**src/rtl/mdos_pkg.sv**
```systemverilog
// Package for the motor drive output shaper.
// Holds field widths, register offsets, the register bank struct and the
// controller state, command and status types. Depends on nothing.
package mdos_pkg;

    // Field widths fixed by the item format.
    localparam int CH_W     = 2;
    localparam int CMD_W    = 16;
    localparam int TICK_W   = 16;
    localparam int ADDR_W   = 5;
    localparam int APB_DW   = 32;

    // Register indexes, one 32-bit word each.
    localparam logic [2:0] REG_OUT_MAX     = 3'd0;
    localparam logic [2:0] REG_RATE        = 3'd1;
    localparam logic [2:0] REG_DEAD_SPOT   = 3'd2;
    localparam logic [2:0] REG_DEAD_OFFSET = 3'd3;
    localparam logic [2:0] REG_SLOPE_INNER = 3'd4;
    localparam logic [2:0] REG_SLOPE_OUTER = 3'd5;

    // Register bank contents.
    typedef struct packed {
        logic [14:0] out_max;
        logic [15:0] rate_per_tick;
        logic [14:0] dead_spot;
        logic [14:0] dead_offset;
        logic [15:0] slope_inner;
        logic [15:0] slope_outer;
    } cfg_t;

    // Controller states.
    typedef enum logic [2:0] {
        ST_IDLE,
        ST_LIMIT,
        ST_CLAMP,
        ST_MAP,
        ST_DONE
    } state_t;

    // Commands from the controller to the datapath.
    typedef struct packed {
        logic load;
        logic limit;
        logic clamp;
        logic map;
        logic finish;
    } ctl_cmd_t;

    // Status from the datapath to the controller.
    typedef struct packed {
        logic out_free;
    } dp_stat_t;

endpackage

```
**src/rtl/mdos_cfg.sv**
```systemverilog
// Configuration register bank with an APB-style slave port.
// Depends on mdos_pkg for register offsets and the cfg_t struct.
module mdos_cfg (
    input  logic                         clk,
    input  logic                         rst_n,
    input  logic                         psel,
    input  logic                         penable,
    input  logic                         pwrite,
    input  logic [mdos_pkg::ADDR_W-1:0]  paddr,
    input  logic [mdos_pkg::APB_DW-1:0]  pwdata,
    output logic [mdos_pkg::APB_DW-1:0]  prdata,
    output logic                         pready,
    output mdos_pkg::cfg_t               cfg
);
    import mdos_pkg::*;

    cfg_t       cfg_reg;
    logic [2:0] reg_idx;
    logic       wr_en;

    assign pready  = 1'b1;
    assign reg_idx = paddr[4:2];
    assign wr_en   = psel && penable && pwrite;
    assign cfg     = cfg_reg;

    // Register writes; offsets beyond the list are ignored.
    always_ff @(posedge clk or negedge rst_n)
    begin
        if (!rst_n)
        begin
            cfg_reg.out_max       <= 15'h7FFF;
            cfg_reg.rate_per_tick <= 16'hFFFF;
            cfg_reg.dead_spot     <= 15'd1;
            cfg_reg.dead_offset   <= 15'd0;
            cfg_reg.slope_inner   <= 16'd4096;
            cfg_reg.slope_outer   <= 16'd4096;
        end
        else if (wr_en)
        begin
            case (reg_idx)
                REG_OUT_MAX:     cfg_reg.out_max       <= pwdata[14:0];
                REG_RATE:        cfg_reg.rate_per_tick <= pwdata[15:0];
                REG_DEAD_SPOT:   cfg_reg.dead_spot     <= pwdata[14:0];
                REG_DEAD_OFFSET: cfg_reg.dead_offset   <= pwdata[14:0];
                REG_SLOPE_INNER: cfg_reg.slope_inner   <= pwdata[15:0];
                REG_SLOPE_OUTER: cfg_reg.slope_outer   <= pwdata[15:0];
                default: ;
            endcase
        end
    end

    // Read mux.
    always_comb
    begin
        case (reg_idx)
            REG_OUT_MAX:     prdata = {17'd0, cfg_reg.out_max};
            REG_RATE:        prdata = {16'd0, cfg_reg.rate_per_tick};
            REG_DEAD_SPOT:   prdata = {17'd0, cfg_reg.dead_spot};
            REG_DEAD_OFFSET: prdata = {17'd0, cfg_reg.dead_offset};
            REG_SLOPE_INNER: prdata = {16'd0, cfg_reg.slope_inner};
            REG_SLOPE_OUTER: prdata = {16'd0, cfg_reg.slope_outer};
            default:         prdata = '0;
        endcase
    end

endmodule

```
**src/rtl/mdos_ctrl.sv**
```systemverilog
// Controller state machine for the output shaper.
// Sequences input load, slew limit, clamp, mapping and result commit.
// Depends on mdos_pkg for state, command and status types.
module mdos_ctrl (
    input  logic                clk,
    input  logic                rst_n,
    input  logic                s_tvalid,
    output logic                s_tready,
    input  mdos_pkg::dp_stat_t  stat,
    output mdos_pkg::ctl_cmd_t  cmd
);
    import mdos_pkg::*;

    state_t state_reg;
    state_t state_next;

    // State register.
    always_ff @(posedge clk or negedge rst_n)
    begin
        if (!rst_n)
        begin
            state_reg <= ST_IDLE;
        end
        else
        begin
            state_reg <= state_next;
        end
    end

    // Next state and commands.
    always_comb
    begin
        state_next = state_reg;
        cmd        = '0;
        s_tready   = 1'b0;
        case (state_reg)
            ST_IDLE:
            begin
                s_tready = 1'b1;
                if (s_tvalid)
                begin
                    cmd.load   = 1'b1;
                    state_next = ST_LIMIT;
                end
            end
            ST_LIMIT:
            begin
                cmd.limit  = 1'b1;
                state_next = ST_CLAMP;
            end
            ST_CLAMP:
            begin
                cmd.clamp  = 1'b1;
                state_next = ST_MAP;
            end
            ST_MAP:
            begin
                cmd.map    = 1'b1;
                state_next = ST_DONE;
            end
            ST_DONE:
            begin
                // The result goes out once the output register is free; the
                // next item may be taken in the same cycle.
                if (stat.out_free)
                begin
                    cmd.finish = 1'b1;
                    s_tready   = 1'b1;
                    if (s_tvalid)
                    begin
                        cmd.load   = 1'b1;
                        state_next = ST_LIMIT;
                    end
                    else
                    begin
                        state_next = ST_IDLE;
                    end
                end
            end
            default:
            begin
                state_next = ST_IDLE;
            end
        endcase
    end

endmodule

```
**src/rtl/mdos_dpath.sv**
```systemverilog
// Datapath of the output shaper: per-channel state, slew limit, clamp,
// deadband mapping with rounding and saturation, and the output register.
// Depends on mdos_pkg for widths and the command, status and config types.
module mdos_dpath #(
    parameter int CHANNELS = 4
) (
    input  logic                         clk,
    input  logic                         rst_n,
    input  mdos_pkg::ctl_cmd_t           cmd,
    output mdos_pkg::dp_stat_t           stat,
    input  mdos_pkg::cfg_t               cfg,
    input  logic [mdos_pkg::CH_W-1:0]    in_channel,
    input  logic signed [mdos_pkg::CMD_W-1:0] in_raw,
    input  logic [mdos_pkg::TICK_W-1:0]  in_ticks,
    input  logic                         in_fault,
    output logic                         out_valid,
    input  logic                         out_ready,
    output logic [mdos_pkg::CH_W-1:0]    out_channel,
    output logic signed [mdos_pkg::CMD_W-1:0] out_drive,
    output logic                         out_rate_limited,
    output logic                         out_clipped,
    output logic                         out_held
);
    import mdos_pkg::*;

    localparam int IDX_W = (CHANNELS > 1) ? $clog2(CHANNELS) : 1;
    localparam int EXT_W = (IDX_W > CH_W) ? IDX_W : CH_W;

    // Per-channel state.
    logic signed [CMD_W-1:0] last_limited_reg [CHANNELS];
    logic signed [CMD_W-1:0] last_drive_reg   [CHANNELS];

    // Item registers.
    logic [CH_W-1:0]          ch_reg;
    logic signed [CMD_W-1:0]  raw_reg;
    logic [TICK_W-1:0]        ticks_reg;
    logic                     fault_reg;

    // Working registers.
    logic [31:0]              lim_reg;
    logic signed [16:0]       diff_reg;
    logic signed [CMD_W-1:0]  cmd_reg;
    logic                     rl_reg;
    logic                     cl_reg;
    logic [31:0]              prod_reg;
    logic                     neg_reg;
    logic [14:0]              offsel_reg;

    // Output register.
    logic                     out_valid_reg;
    logic [CH_W-1:0]          out_channel_reg;
    logic signed [CMD_W-1:0]  out_drive_reg;
    logic                     out_rl_reg;
    logic                     out_cl_reg;
    logic                     out_held_reg;

    logic [EXT_W-1:0]         ch_ext;
    logic [IDX_W-1:0]         idx;
    logic                     ch_ok;
    logic                     commit;
    logic signed [CMD_W-1:0]  prev;
    logic signed [CMD_W-1:0]  prev_drive;

    // Clamp stage signals.
    logic [16:0]              adiff;
    logic                     over;
    logic signed [16:0]       stepv;
    logic signed [16:0]       slew;
    logic signed [16:0]       cmd_pre;
    logic signed [16:0]       max_pos;
    logic signed [CMD_W-1:0]  cmd_clamped;
    logic                     clip;

    // Map stage signals.
    logic signed [16:0]       cmd_ext;
    logic signed [16:0]       ds_ext;
    logic                     outer_pos;
    logic                     outer_neg;
    logic signed [16:0]       xval;
    logic [16:0]              xabs;
    logic [15:0]              slope;

    // Finish stage signals.
    logic [31:0]              rnd;
    logic [20:0]              mag_sum;
    logic signed [CMD_W-1:0]  drv;
    logic signed [CMD_W-1:0]  res_drive;

    // Channel decode.
    assign ch_ext     = EXT_W'(ch_reg);
    assign idx        = ch_ext[IDX_W-1:0];
    assign ch_ok      = 32'(ch_reg) < 32'(CHANNELS);
    assign commit     = cmd.finish && ch_ok && !fault_reg;
    assign prev       = ch_ok ? last_limited_reg[idx] : '0;
    assign prev_drive = ch_ok ? last_drive_reg[idx] : '0;

    // Slew limit and magnitude clamp.
    always_comb
    begin
        adiff    = diff_reg[16] ? 17'(-diff_reg) : 17'(diff_reg);
        over     = {8'd0, adiff[15:0], 8'd0} > lim_reg;
        stepv    = {1'b0, lim_reg[23:8]};
        slew     = diff_reg[16] ? (17'(prev) - stepv) : (17'(prev) + stepv);
        cmd_pre  = over ? slew : 17'(raw_reg);
        max_pos  = {2'b00, cfg.out_max};
        clip     = 1'b0;
        if (cmd_pre > max_pos)
        begin
            cmd_clamped = max_pos[15:0];
            clip        = 1'b1;
        end
        else if (cmd_pre < -max_pos)
        begin
            cmd_clamped = 16'(-max_pos);
            clip        = 1'b1;
        end
        else
        begin
            cmd_clamped = cmd_pre[15:0];
        end
    end

    // Deadband branch selection and slope operand.
    always_comb
    begin
        cmd_ext   = 17'(cmd_reg);
        ds_ext    = {2'b00, cfg.dead_spot};
        outer_pos = cmd_ext > ds_ext;
        outer_neg = cmd_ext < -ds_ext;
        if (outer_pos)
        begin
            xval = cmd_ext - ds_ext;
        end
        else if (outer_neg)
        begin
            xval = cmd_ext + ds_ext;
        end
        else
        begin
            xval = cmd_ext;
        end
        xabs  = xval[16] ? 17'(-xval) : 17'(xval);
        slope = (outer_pos || outer_neg) ? cfg.slope_outer : cfg.slope_inner;
    end

    // Round the Q4.12 product, add the knee offset and saturate.
    always_comb
    begin
        rnd     = prod_reg + 32'd2048;
        mag_sum = 21'(rnd[31:12]) + 21'(offsel_reg);
        if (!neg_reg)
        begin
            drv = (mag_sum > 21'd32767) ? 16'sh7FFF : mag_sum[15:0];
        end
        else
        begin
            drv = (mag_sum > 21'd32768) ? 16'sh8000 : (16'd0 - mag_sum[15:0]);
        end
        if (!ch_ok)
        begin
            res_drive = '0;
        end
        else if (fault_reg)
        begin
            res_drive = prev_drive;
        end
        else
        begin
            res_drive = drv;
        end
    end

    // Item and working registers.
    always_ff @(posedge clk)
    begin
        if (cmd.load)
        begin
            ch_reg    <= in_channel;
            raw_reg   <= in_raw;
            ticks_reg <= in_ticks;
            fault_reg <= in_fault;
        end
        if (cmd.limit)
        begin
            lim_reg  <= {16'd0, cfg.rate_per_tick} * {16'd0, ticks_reg};
            diff_reg <= 17'(raw_reg) - 17'(prev);
        end
        if (cmd.clamp)
        begin
            cmd_reg <= cmd_clamped;
            rl_reg  <= over;
            cl_reg  <= clip;
        end
        if (cmd.map)
        begin
            prod_reg   <= {16'd0, xabs[15:0]} * {16'd0, slope};
            neg_reg    <= xval[16];
            offsel_reg <= (outer_pos || outer_neg) ? cfg.dead_offset : 15'd0;
        end
    end

    // Per-channel state, updated only by a good item on a valid channel.
    always_ff @(posedge clk or negedge rst_n)
    begin
        if (!rst_n)
        begin
            for (int i = 0; i < CHANNELS; i++)
            begin
                last_limited_reg[i] <= '0;
                last_drive_reg[i]   <= '0;
            end
        end
        else if (commit)
        begin
            last_limited_reg[idx] <= cmd_reg;
            last_drive_reg[idx]   <= drv;
        end
    end

    // Output valid flag.
    always_ff @(posedge clk or negedge rst_n)
    begin
        if (!rst_n)
        begin
            out_valid_reg <= 1'b0;
        end
        else if (cmd.finish)
        begin
            out_valid_reg <= 1'b1;
        end
        else if (out_ready)
        begin
            out_valid_reg <= 1'b0;
        end
    end

    // Output payload.
    always_ff @(posedge clk)
    begin
        if (cmd.finish)
        begin
            out_channel_reg <= ch_reg;
            out_drive_reg   <= res_drive;
            out_rl_reg      <= ch_ok && !fault_reg && rl_reg;
            out_cl_reg      <= ch_ok && !fault_reg && cl_reg;
            out_held_reg    <= ch_ok && fault_reg;
        end
    end

    assign stat.out_free    = !out_valid_reg || out_ready;
    assign out_valid        = out_valid_reg;
    assign out_channel      = out_channel_reg;
    assign out_drive        = out_drive_reg;
    assign out_rate_limited = out_rl_reg;
    assign out_clipped      = out_cl_reg;
    assign out_held         = out_held_reg;

endmodule

```
**src/rtl/motor_drive_output_shaper_unit.sv**
```systemverilog
// Top level of the motor drive output shaper.
// Instantiates mdos_cfg, mdos_ctrl and mdos_dpath; depends on mdos_pkg.

// Each item carries one raw command for one motor channel. The command's change
// from that channel's last limited command is limited to rate_per_tick times
// elapsed_ticks (Q8.8), clamped to plus or minus out_max, then mapped through
// the deadband compensation curve (inner slope up to the knee, offset plus
// outer slope beyond it) with round-to-nearest and 16-bit saturation. A fault
// item returns the channel's last drive and changes no state; a channel at or
// above CHANNELS returns drive zero. One result per item. An item passes through
// the controller sequence (load and multiply, slew and clamp, slope multiply,
// round and commit); the next item is not taken until the last one commits,
// once the output register is free, and the result is registered at commit.
// The output register lets the next item start while a result waits. Registers
// lie at byte offsets 0x00 out_max, 0x04 rate_per_tick, 0x08 dead_spot, 0x0C
// dead_offset, 0x10 slope_inner, 0x14 slope_outer.
module motor_drive_output_shaper_unit #(
    parameter int CHANNELS = 4
) (
    input  logic        clk,
    input  logic        rst_n,
    // Input items.
    input  logic        s_tvalid,
    output logic        s_tready,
    input  logic [31:0] s_tdata,   // [15:0] raw_command, [31:16] elapsed_ticks
    input  logic [2:0]  s_tuser,   // [1:0] channel, [2] fault
    // Result items.
    output logic        m_tvalid,
    input  logic        m_tready,
    output logic [15:0] m_tdata,   // [15:0] drive
    output logic [4:0]  m_tuser,   // [1:0] out_channel, [2] rate_limited,
                                   // [3] clipped, [4] held
    // Configuration port.
    input  logic        psel,
    input  logic        penable,
    input  logic        pwrite,
    input  logic [4:0]  paddr,
    input  logic [31:0] pwdata,
    output logic [31:0] prdata,
    output logic        pready
);
    import mdos_pkg::*;

    cfg_t                    cfg;
    ctl_cmd_t                cmd;
    dp_stat_t                stat;
    logic [CH_W-1:0]         out_channel;
    logic signed [CMD_W-1:0] out_drive;
    logic                    out_rl;
    logic                    out_cl;
    logic                    out_held;

    mdos_cfg u_cfg (
        .clk     (clk),
        .rst_n   (rst_n),
        .psel    (psel),
        .penable (penable),
        .pwrite  (pwrite),
        .paddr   (paddr),
        .pwdata  (pwdata),
        .prdata  (prdata),
        .pready  (pready),
        .cfg     (cfg)
    );

    mdos_ctrl u_ctrl (
        .clk      (clk),
        .rst_n    (rst_n),
        .s_tvalid (s_tvalid),
        .s_tready (s_tready),
        .stat     (stat),
        .cmd      (cmd)
    );

    mdos_dpath #(
        .CHANNELS (CHANNELS)
    ) u_dpath (
        .clk              (clk),
        .rst_n            (rst_n),
        .cmd              (cmd),
        .stat             (stat),
        .cfg              (cfg),
        .in_channel       (s_tuser[1:0]),
        .in_raw           (s_tdata[15:0]),
        .in_ticks         (s_tdata[31:16]),
        .in_fault         (s_tuser[2]),
        .out_valid        (m_tvalid),
        .out_ready        (m_tready),
        .out_channel      (out_channel),
        .out_drive        (out_drive),
        .out_rate_limited (out_rl),
        .out_clipped      (out_cl),
        .out_held         (out_held)
    );

    // Result packing.
    assign m_tdata = out_drive;
    assign m_tuser = {out_held, out_cl, out_rl, out_channel};

`ifndef SYNTH
    // An item occupies the controller sequence once accepted: no back-to-back accept.
    a_no_back_to_back: assert property (@(posedge clk) disable iff (!rst_n)
        (s_tvalid && s_tready) |=> !s_tready)
        else $error("input accepted in consecutive cycles");

    // A held result never reports slew limiting or clamping.
    a_held_exclusive: assert property (@(posedge clk) disable iff (!rst_n)
        (m_tvalid && m_tuser[4]) |-> (!m_tuser[2] && !m_tuser[3]))
        else $error("held result carries limit flags");

    // A channel outside the configured range gives a zero, flag-free result.
    a_bad_channel: assert property (@(posedge clk) disable iff (!rst_n)
        (m_tvalid && (32'(m_tuser[1:0]) >= 32'(CHANNELS)))
        |-> (m_tdata == 16'd0 && m_tuser[4:2] == 3'd0))
        else $error("out-of-range channel result not zero");
`endif

endmodule

```
**config.mk**
```make
export PLATFORM = sky130hd
export DESIGN_NAME = motor_drive_output_shaper_unit
export DESIGN_NICKNAME = d
export VERILOG_FILES = /design/src/rtl/mdos_pkg.sv /design/src/rtl/mdos_cfg.sv /design/src/rtl/mdos_ctrl.sv /design/src/rtl/mdos_dpath.sv /design/src/rtl/motor_drive_output_shaper_unit.sv
export SDC_FILE = /design/constraint.sdc
export NUM_CORES = 2
export LEC_CHECK = 0
export ABC_CLOCK_PERIOD_IN_PS = 10900
export CORE_ASPECT_RATIO = 0.5
export CORE_MARGIN = 1
export CORE_UTILIZATION = 40
export DETAILED_ROUTE_END_ITERATION = 8
export DONT_BUFFER_PORTS = 1
export GPL_TIMING_DRIVEN = 0
export PLACE_DENSITY = 0.56
export SYNTH_ARGS = -nofsm -noshare
export SYNTH_HDL_FRONTEND = slang
export SYNTH_HIERARCHICAL = 1
export SYNTH_SLANG_ARGS = --single-unit
```
**constraint.sdc**
```tcl
create_clock -name clk -period 10.9 [get_ports clk]
set_input_delay 1.09 -clock clk [delete_from_list [all_inputs] [get_ports clk]]
set_output_delay 1.09 -clock clk [all_outputs]
set_load 0.03 [all_outputs]
```
* Word-level counts from Yosys, hierarchy flattened
Index checks and enable logic that the tools add are counted.
Word-level totals: bits in writable memories 0, memory bits (read-only) 0, input bits 79, output and inout port bits 56, word-level logic and storage cells 129, bits in registers 396, memories kept 0, latch bits 0
Cells by class: bitwise gates (word level) 1, equality and inequality tests 11, $add $sub $neg 12, shift-type cells 0, order comparisons 9, div/mod/pow operators 0, muxes and demuxes 40, reduce and logical (&&, ||, !) cells 20, multiply operators 2
Operators with widths (number):
- 2-to-1 mux 16 bit | 13
- bitwise mux 64 bit | 2
- one-hot mux 16 bit (6 select lines) | 1
- 2-to-1 mux 17 bit | 4
- binary-select mux 16 bit (select 2 bit) | 2
- multiplier 16 x 16 -> 32 bit | 2
- negation 15 -> 17 bit | 2
- subtractor 16 x 16 -> 17 bit | 2
- adder 32 x 12 -> 32 bit (second input constant) | 1
- demux 16 bit (select 2 bit) | 1
- greater-than comparator 24 x 32 -> 1 bit | 1
- negation 16 bit | 2
- adder 20 x 15 -> 21 bit | 1
- greater-than comparator 21 x 15 -> 1 bit (second input constant) | 1
- greater-than comparator 21 x 16 -> 1 bit (second input constant) | 1
- adder 16 x 16 -> 17 bit | 1
- adder 16 x 17 -> 17 bit | 1
- greater-than comparator 17 x 16 -> 1 bit | 1
- less-than comparator 16 x 17 -> 1 bit | 1
- less-than comparator 17 bit | 1
- subtractor 16 x 17 -> 17 bit | 1
- greater-than comparator 16 bit | 1
- subtractor 1 x 16 -> 16 bit (first input constant) | 1
- 2-to-1 mux 15 bit | 1
- 17 further kinds | 50

* Logic depth before layout (Yosys ltp)
word-level depth 10, mapped depth 44, gate-level depth less buffers 43

* Modules after synthesis
Netlist, hierarchy kept.
Modules (own cells, without submodules):
- mdos_dpath | instances 1, cells an instance 3879, area each 35395.2 um^2, seq. area each 8032.7 um^2
- mdos_cfg | instances 1, cells an instance 323, area each 4519.3 um^2, seq. area each 2369.8 um^2
- mdos_ctrl | instances 1, cells an instance 18, area each 171.4 um^2, seq. area each 75.1 um^2
- motor_drive_output_shaper_unit | instances 1, cells an instance 3, area each 22.5 um^2, seq. area each 0.0 um^2

* Worst setup path before layout
Ideal clock, no wire load.
path kind register to register, start point register u_cfg.cfg_reg (netlist bit u_cfg/cfg[50]), end point register u_dpath.prod_reg[28] (data pin), data arrival time 9820 ps, buffers on the path 2, stages on the path, launching flop included 43, period minus slack after synthesis 10078 ps, required time 10642 ps, path slack 822 ps, setup time 258 ps, path through dfrtp_1 > inv_1 > nand4_1 > nor4_1 > nand3_1 > nor3_1 > xnor2_1 > ha_1 > a21oi_1 > o21a_1 > o221ai_1 > a31oi_1 > a211oi_1 > buf_2 > a21oi_1 > clkbuf_1 > ha_1 > nand2_1 > [7 not listed] > fa_1 > inv_1 > fa_1 > inv_1 > fa_1 > fa_1 > ha_1 > a21o_1 > a21o_1 > a21oi_1 > o21ai_0 > and2_1 > a41oi_1 > o211ai_1 > a31oi_1 > o21ai_0 > a21oi_1 > xnor2_1
On the way: word-level cells in the longest chain between the ends 7, elaborated cells between the ends (all ways) 12, classes of those cells 4 x add/sub; 1 x mul; 2 x order compare; 4 x mux; 1 x reduce/logical
RTL lines:
- from (decl) | line mdos_cfg.sv:17 | cfg_t cfg_reg;
- negation 15 -> 17 bit | line mdos_dpath.sv:129 | outer_neg = cmd_ext < -ds_ext;
- less-than comparator 16 x 17 -> 1 bit | line mdos_dpath.sv:129
- 2-to-1 mux 17 bit | line mdos_dpath.sv:134 | else if (outer_neg)
- 2-to-1 mux 17 bit | line mdos_dpath.sv:130 | if (outer_pos)
- negation 16 bit | line mdos_dpath.sv:142 | xabs = xval[16] ? 17'(-xval) : 17'(xval);
- 2-to-1 mux 16 bit | line mdos_dpath.sv:142
- multiplier 16 x 16 -> 32 bit (*) | line mdos_dpath.sv:196 | prod_reg <= {16'd0, xabs[15:0]} * {16'd0, slope};
- to (signal assigned) | line mdos_dpath.sv:196
- to (decl) | line mdos_dpath.sv:45 | logic [31:0] prod_reg;
Every way passes the cells marked *; elsewhere a longest branch is shown, timed or not. A chain may end at the register's enable or synchronous reset.

* Worst setup path after layout
start point register u_cfg.cfg_reg (netlist bit u_cfg/cfg[49]), end point register u_dpath.prod_reg[28] (data pin)
Same word-level chain as after synthesis.

==> flow_metrics.env <==
export IMPL_yosys_warnings=6
export IMPL_critPathKind="reg2reg"
export IMPL_root_buffer="clkbuf_16"
export IMPL_status="completed"
export IMPL_tritoncts="built"
export IMPL_syn_inst=4223
export IMPL_rr_endpoint="u_dpath/prod_reg[28]$_DFFE_PP_"
export IMPL_crit_family="adder cells"
export IMPL_relSlewSlack=0.189
export IMPL_firstDrtPassIters=6
export IMPL_period_minus_slack_ns=10.53
export IMPL_fin_skew_ns=0.0442
export IMPL_crit_arrival_ns=10.88
export IMPL_drt_total_wl_mm=118
export IMPL_via_per_inst=5.44
export IMPL_ys_flop_type="dfrtp_1"
export IMPL_die_w_um=450
export IMPL_gr_usage_met2=0.378
export IMPL_setup_viol=0
export IMPL_initial_core_util=0.407
export IMPL_first_global_vias=30991
export IMPL_fmax_ghz=0.0950
export IMPL_pin_count=135
export IMPL_crit_fanout=10
export IMPL_drv_slew=0
export IMPL_areaGrowthSynthToFinish_pct=10.5
export IMPL_largest_reg_flops=93
export IMPL_ys_ff_latch=385
export IMPL_synth_cell_types=100
export IMPL_grt_total_usage=0.233
export IMPL_cp_num_buf_inv=9
export IMPL_synth_edff_count=160
export IMPL_use_met1=0.326
export IMPL_clockBufferDepth=3
export IMPL_route_detailed_drc=0
export IMPL_slowest_stage="fa_1"
export IMPL_dp_cells=5573
export IMPL_drv_cap=0
export IMPL_synth_avg_cell_area_um2=9.50
export IMPL_synth_top_area_frac=0.196
export IMPL_rows=81
export IMPL_synthTopCellsByCount="nand2_1 (631), inv_1 (585), fa_1 (392)"
export IMPL_place_congestion=0.958
export IMPL_ys_seq_area_frac=0.261
export IMPL_groute_layer_met3_usage=0.0367
export IMPL_numCtsBuffers=40
export IMPL_critPathCaptureType="flop"
export IMPL_clock_sinks=385
export IMPL_grt_max_degree=226
export IMPL_cp_common_cell="fa_1"
export IMPL_htree_levels=2
export IMPL_hold_class="in2async"
export IMPL_layout_cells_non_filler=5694
export IMPL_slowest_delay_ns=0.53
export IMPL_rr_worst_depth=44
export IMPL_tightest_slew_ns=1.18
export IMPL_initialDrtViolationCount=2277
export IMPL_fp_coreArea_mm2=0.0985
export IMPL_clock_latency_ns=0.62
export IMPL_layout_nets=5157
export IMPL_synth_area_leaders="fa_1 (20%), edfxtp_1 (12%), dfrtp_1 (12%)"
export IMPL_post_synth_top_area_cell="fa_1"
export IMPL_die_h_um=226
export IMPL_critPathRequiredTime_ns=11.25
export IMPL_vias=30977
export IMPL_grt_pass1_wl_mm=183
export IMPL_ff2ff_setup_slack_ns=0.37
export IMPL_synth_most_common_cell="nand2_1"
export IMPL_async_flop_share=0.584
export IMPL_synth_area_mm2=0.0401
export IMPL_post_drt_wl_per_cell_um=20.8
export IMPL_fp_dieArea_mm2=0.102
export IMPL_path_clk_slew_ns=0.07
export IMPL_gr_total_overflow=0
export IMPL_io_buffer_count=0
export IMPL_antenna_found_initial=3
export IMPL_detail_route_antenna_nets=0
export IMPL_period_share=0.966
export IMPL_grt_busiest_layer="met2"
export IMPL_hold_viol=0
export IMPL_r2r_start="u_cfg/cfg[49]$_DFFE_PN0P_"
export IMPL_drive_gt1_frac=0.111
export IMPL_dpl_hpwl_mm=93.8
export IMPL_holdWs_ns=0.178
export IMPL_utilization=0.450
export IMPL_startpoint_type="flop"
final cells by class:
cell class / instances / area (µm²)
fill: 9581 / 54200
multi-input combinational: 3102 / 27300
sequential: 385 / 10500
inverter: 587 / 2210
tap: 1328 / 1660
clock buffer: 59 / 1190
buffer: 164 / 801
timing repair buffer: 53 / 433
clock inverter: 15 / 181
antenna: 1 / 2.50
through the flow:
step	instance area, µm²	worst slack (ns)	setup TNS [ns]
3_5_place_dp	41900	-2.51	-38.39
5_1_grt	44300	-0.0841	-0.241
4_1_cts	43800	0.0132	0
6_report	44300	0.373	0
2_1_floorplan	40200	0.822	0
3_3_place_gp	41800	-2.42	-36.03
placed cells by master (no fill, tap or decap), types with 34 or more instances in the layout:
master,instances
nand2_1,628
nor2_1,247
mux2_2,121
dfstp_2,34
buf_4,74
a21o_1,47
mux2i_1,40
and2_1,115
dfrtp_1,187
fa_1,392
nor3_1,41
nand2b_1,56
nor2b_1,64
a21oi_1,137
edfxtp_1,160
o21ai_0,166
ha_1,350
inv_1,582
xnor2_1,112
xor2_1,40
nand3_1,50
clkbuf_1,106
clkbuf_16,41
worst reg2reg max path, delay by kind of cell, from the launching register on:
kind | cells | cell delay, ns
flops | 1 | 0.46
simple gates | 9 | 1.96
fa+ha+maj | 8 | 3.63
xor+xnor | 3 | 0.33
buf+inv | 9 | 1.19
compound gates | 15 | 2.70
cell families (layout without fill, tap and decap cells):
logic type,Yosys count,after routing,synth area share
XOR/XNOR,171,171,0.0377
AO/OA/AOI/OAI,626,626,0.102
AND/OR/NAND/NOR,1342,1342,0.155
buffers and inverters,751,878,0.0740
adder cells (fa/ha/maj),745,745,0.306
flip-flops,385,385,0.261
other,2,18,0.000187
multiplexers,201,201,0.0640
what timing repair did:
action / in CTS / in global routing
hold buffers: 0 / 0
pin swaps: 12 / 27
setup endpoints to repair: 21 / 17
setup buffers: 13 / 33
gates resized for setup: 69 / 58
gates cloned: 0 / 0
worst max path at each step:
stage	start	endpoint	slack (ns)	cells after the start
finish	u_cfg/cfg[49]$_DFFE_PN0P_	u_dpath/prod_reg[28]$_DFFE_PP_	0.37	44
global route	u_cfg/cfg[49]$_DFFE_PN0P_	u_dpath/prod_reg[31]$_DFFE_PP_	-0.08	42
CTS	u_cfg/cfg[50]$_DFFE_PN0P_	u_dpath/prod_reg[31]$_DFFE_PP_	0.01	40
detailed placement	u_cfg/cfg[50]$_DFFE_PN0P_	u_dpath/prod_reg[28]$_DFFE_PP_	-2.51	37
global placement	u_cfg/cfg[49]$_DFFE_PN0P_	u_dpath/prod_reg[28]$_DFFE_PP_	-2.42	38
floorplan	u_cfg/cfg[50]$_DFFE_PN0P_	u_dpath/prod_reg[28]$_DFFE_PP_	0.82	42
per-layer routing:
layer  part of all wire  vias to the layer above
li1                   -                    14185
met1               0.45                    15678
met2               0.46                      944
met3              0.063                      168
met4              0.021                        2
met5            0.00016                        -
Power is left out: the tool's default activity adds up to more than one toggle a clock period on the data nets, which glitch-free logic cannot reach.
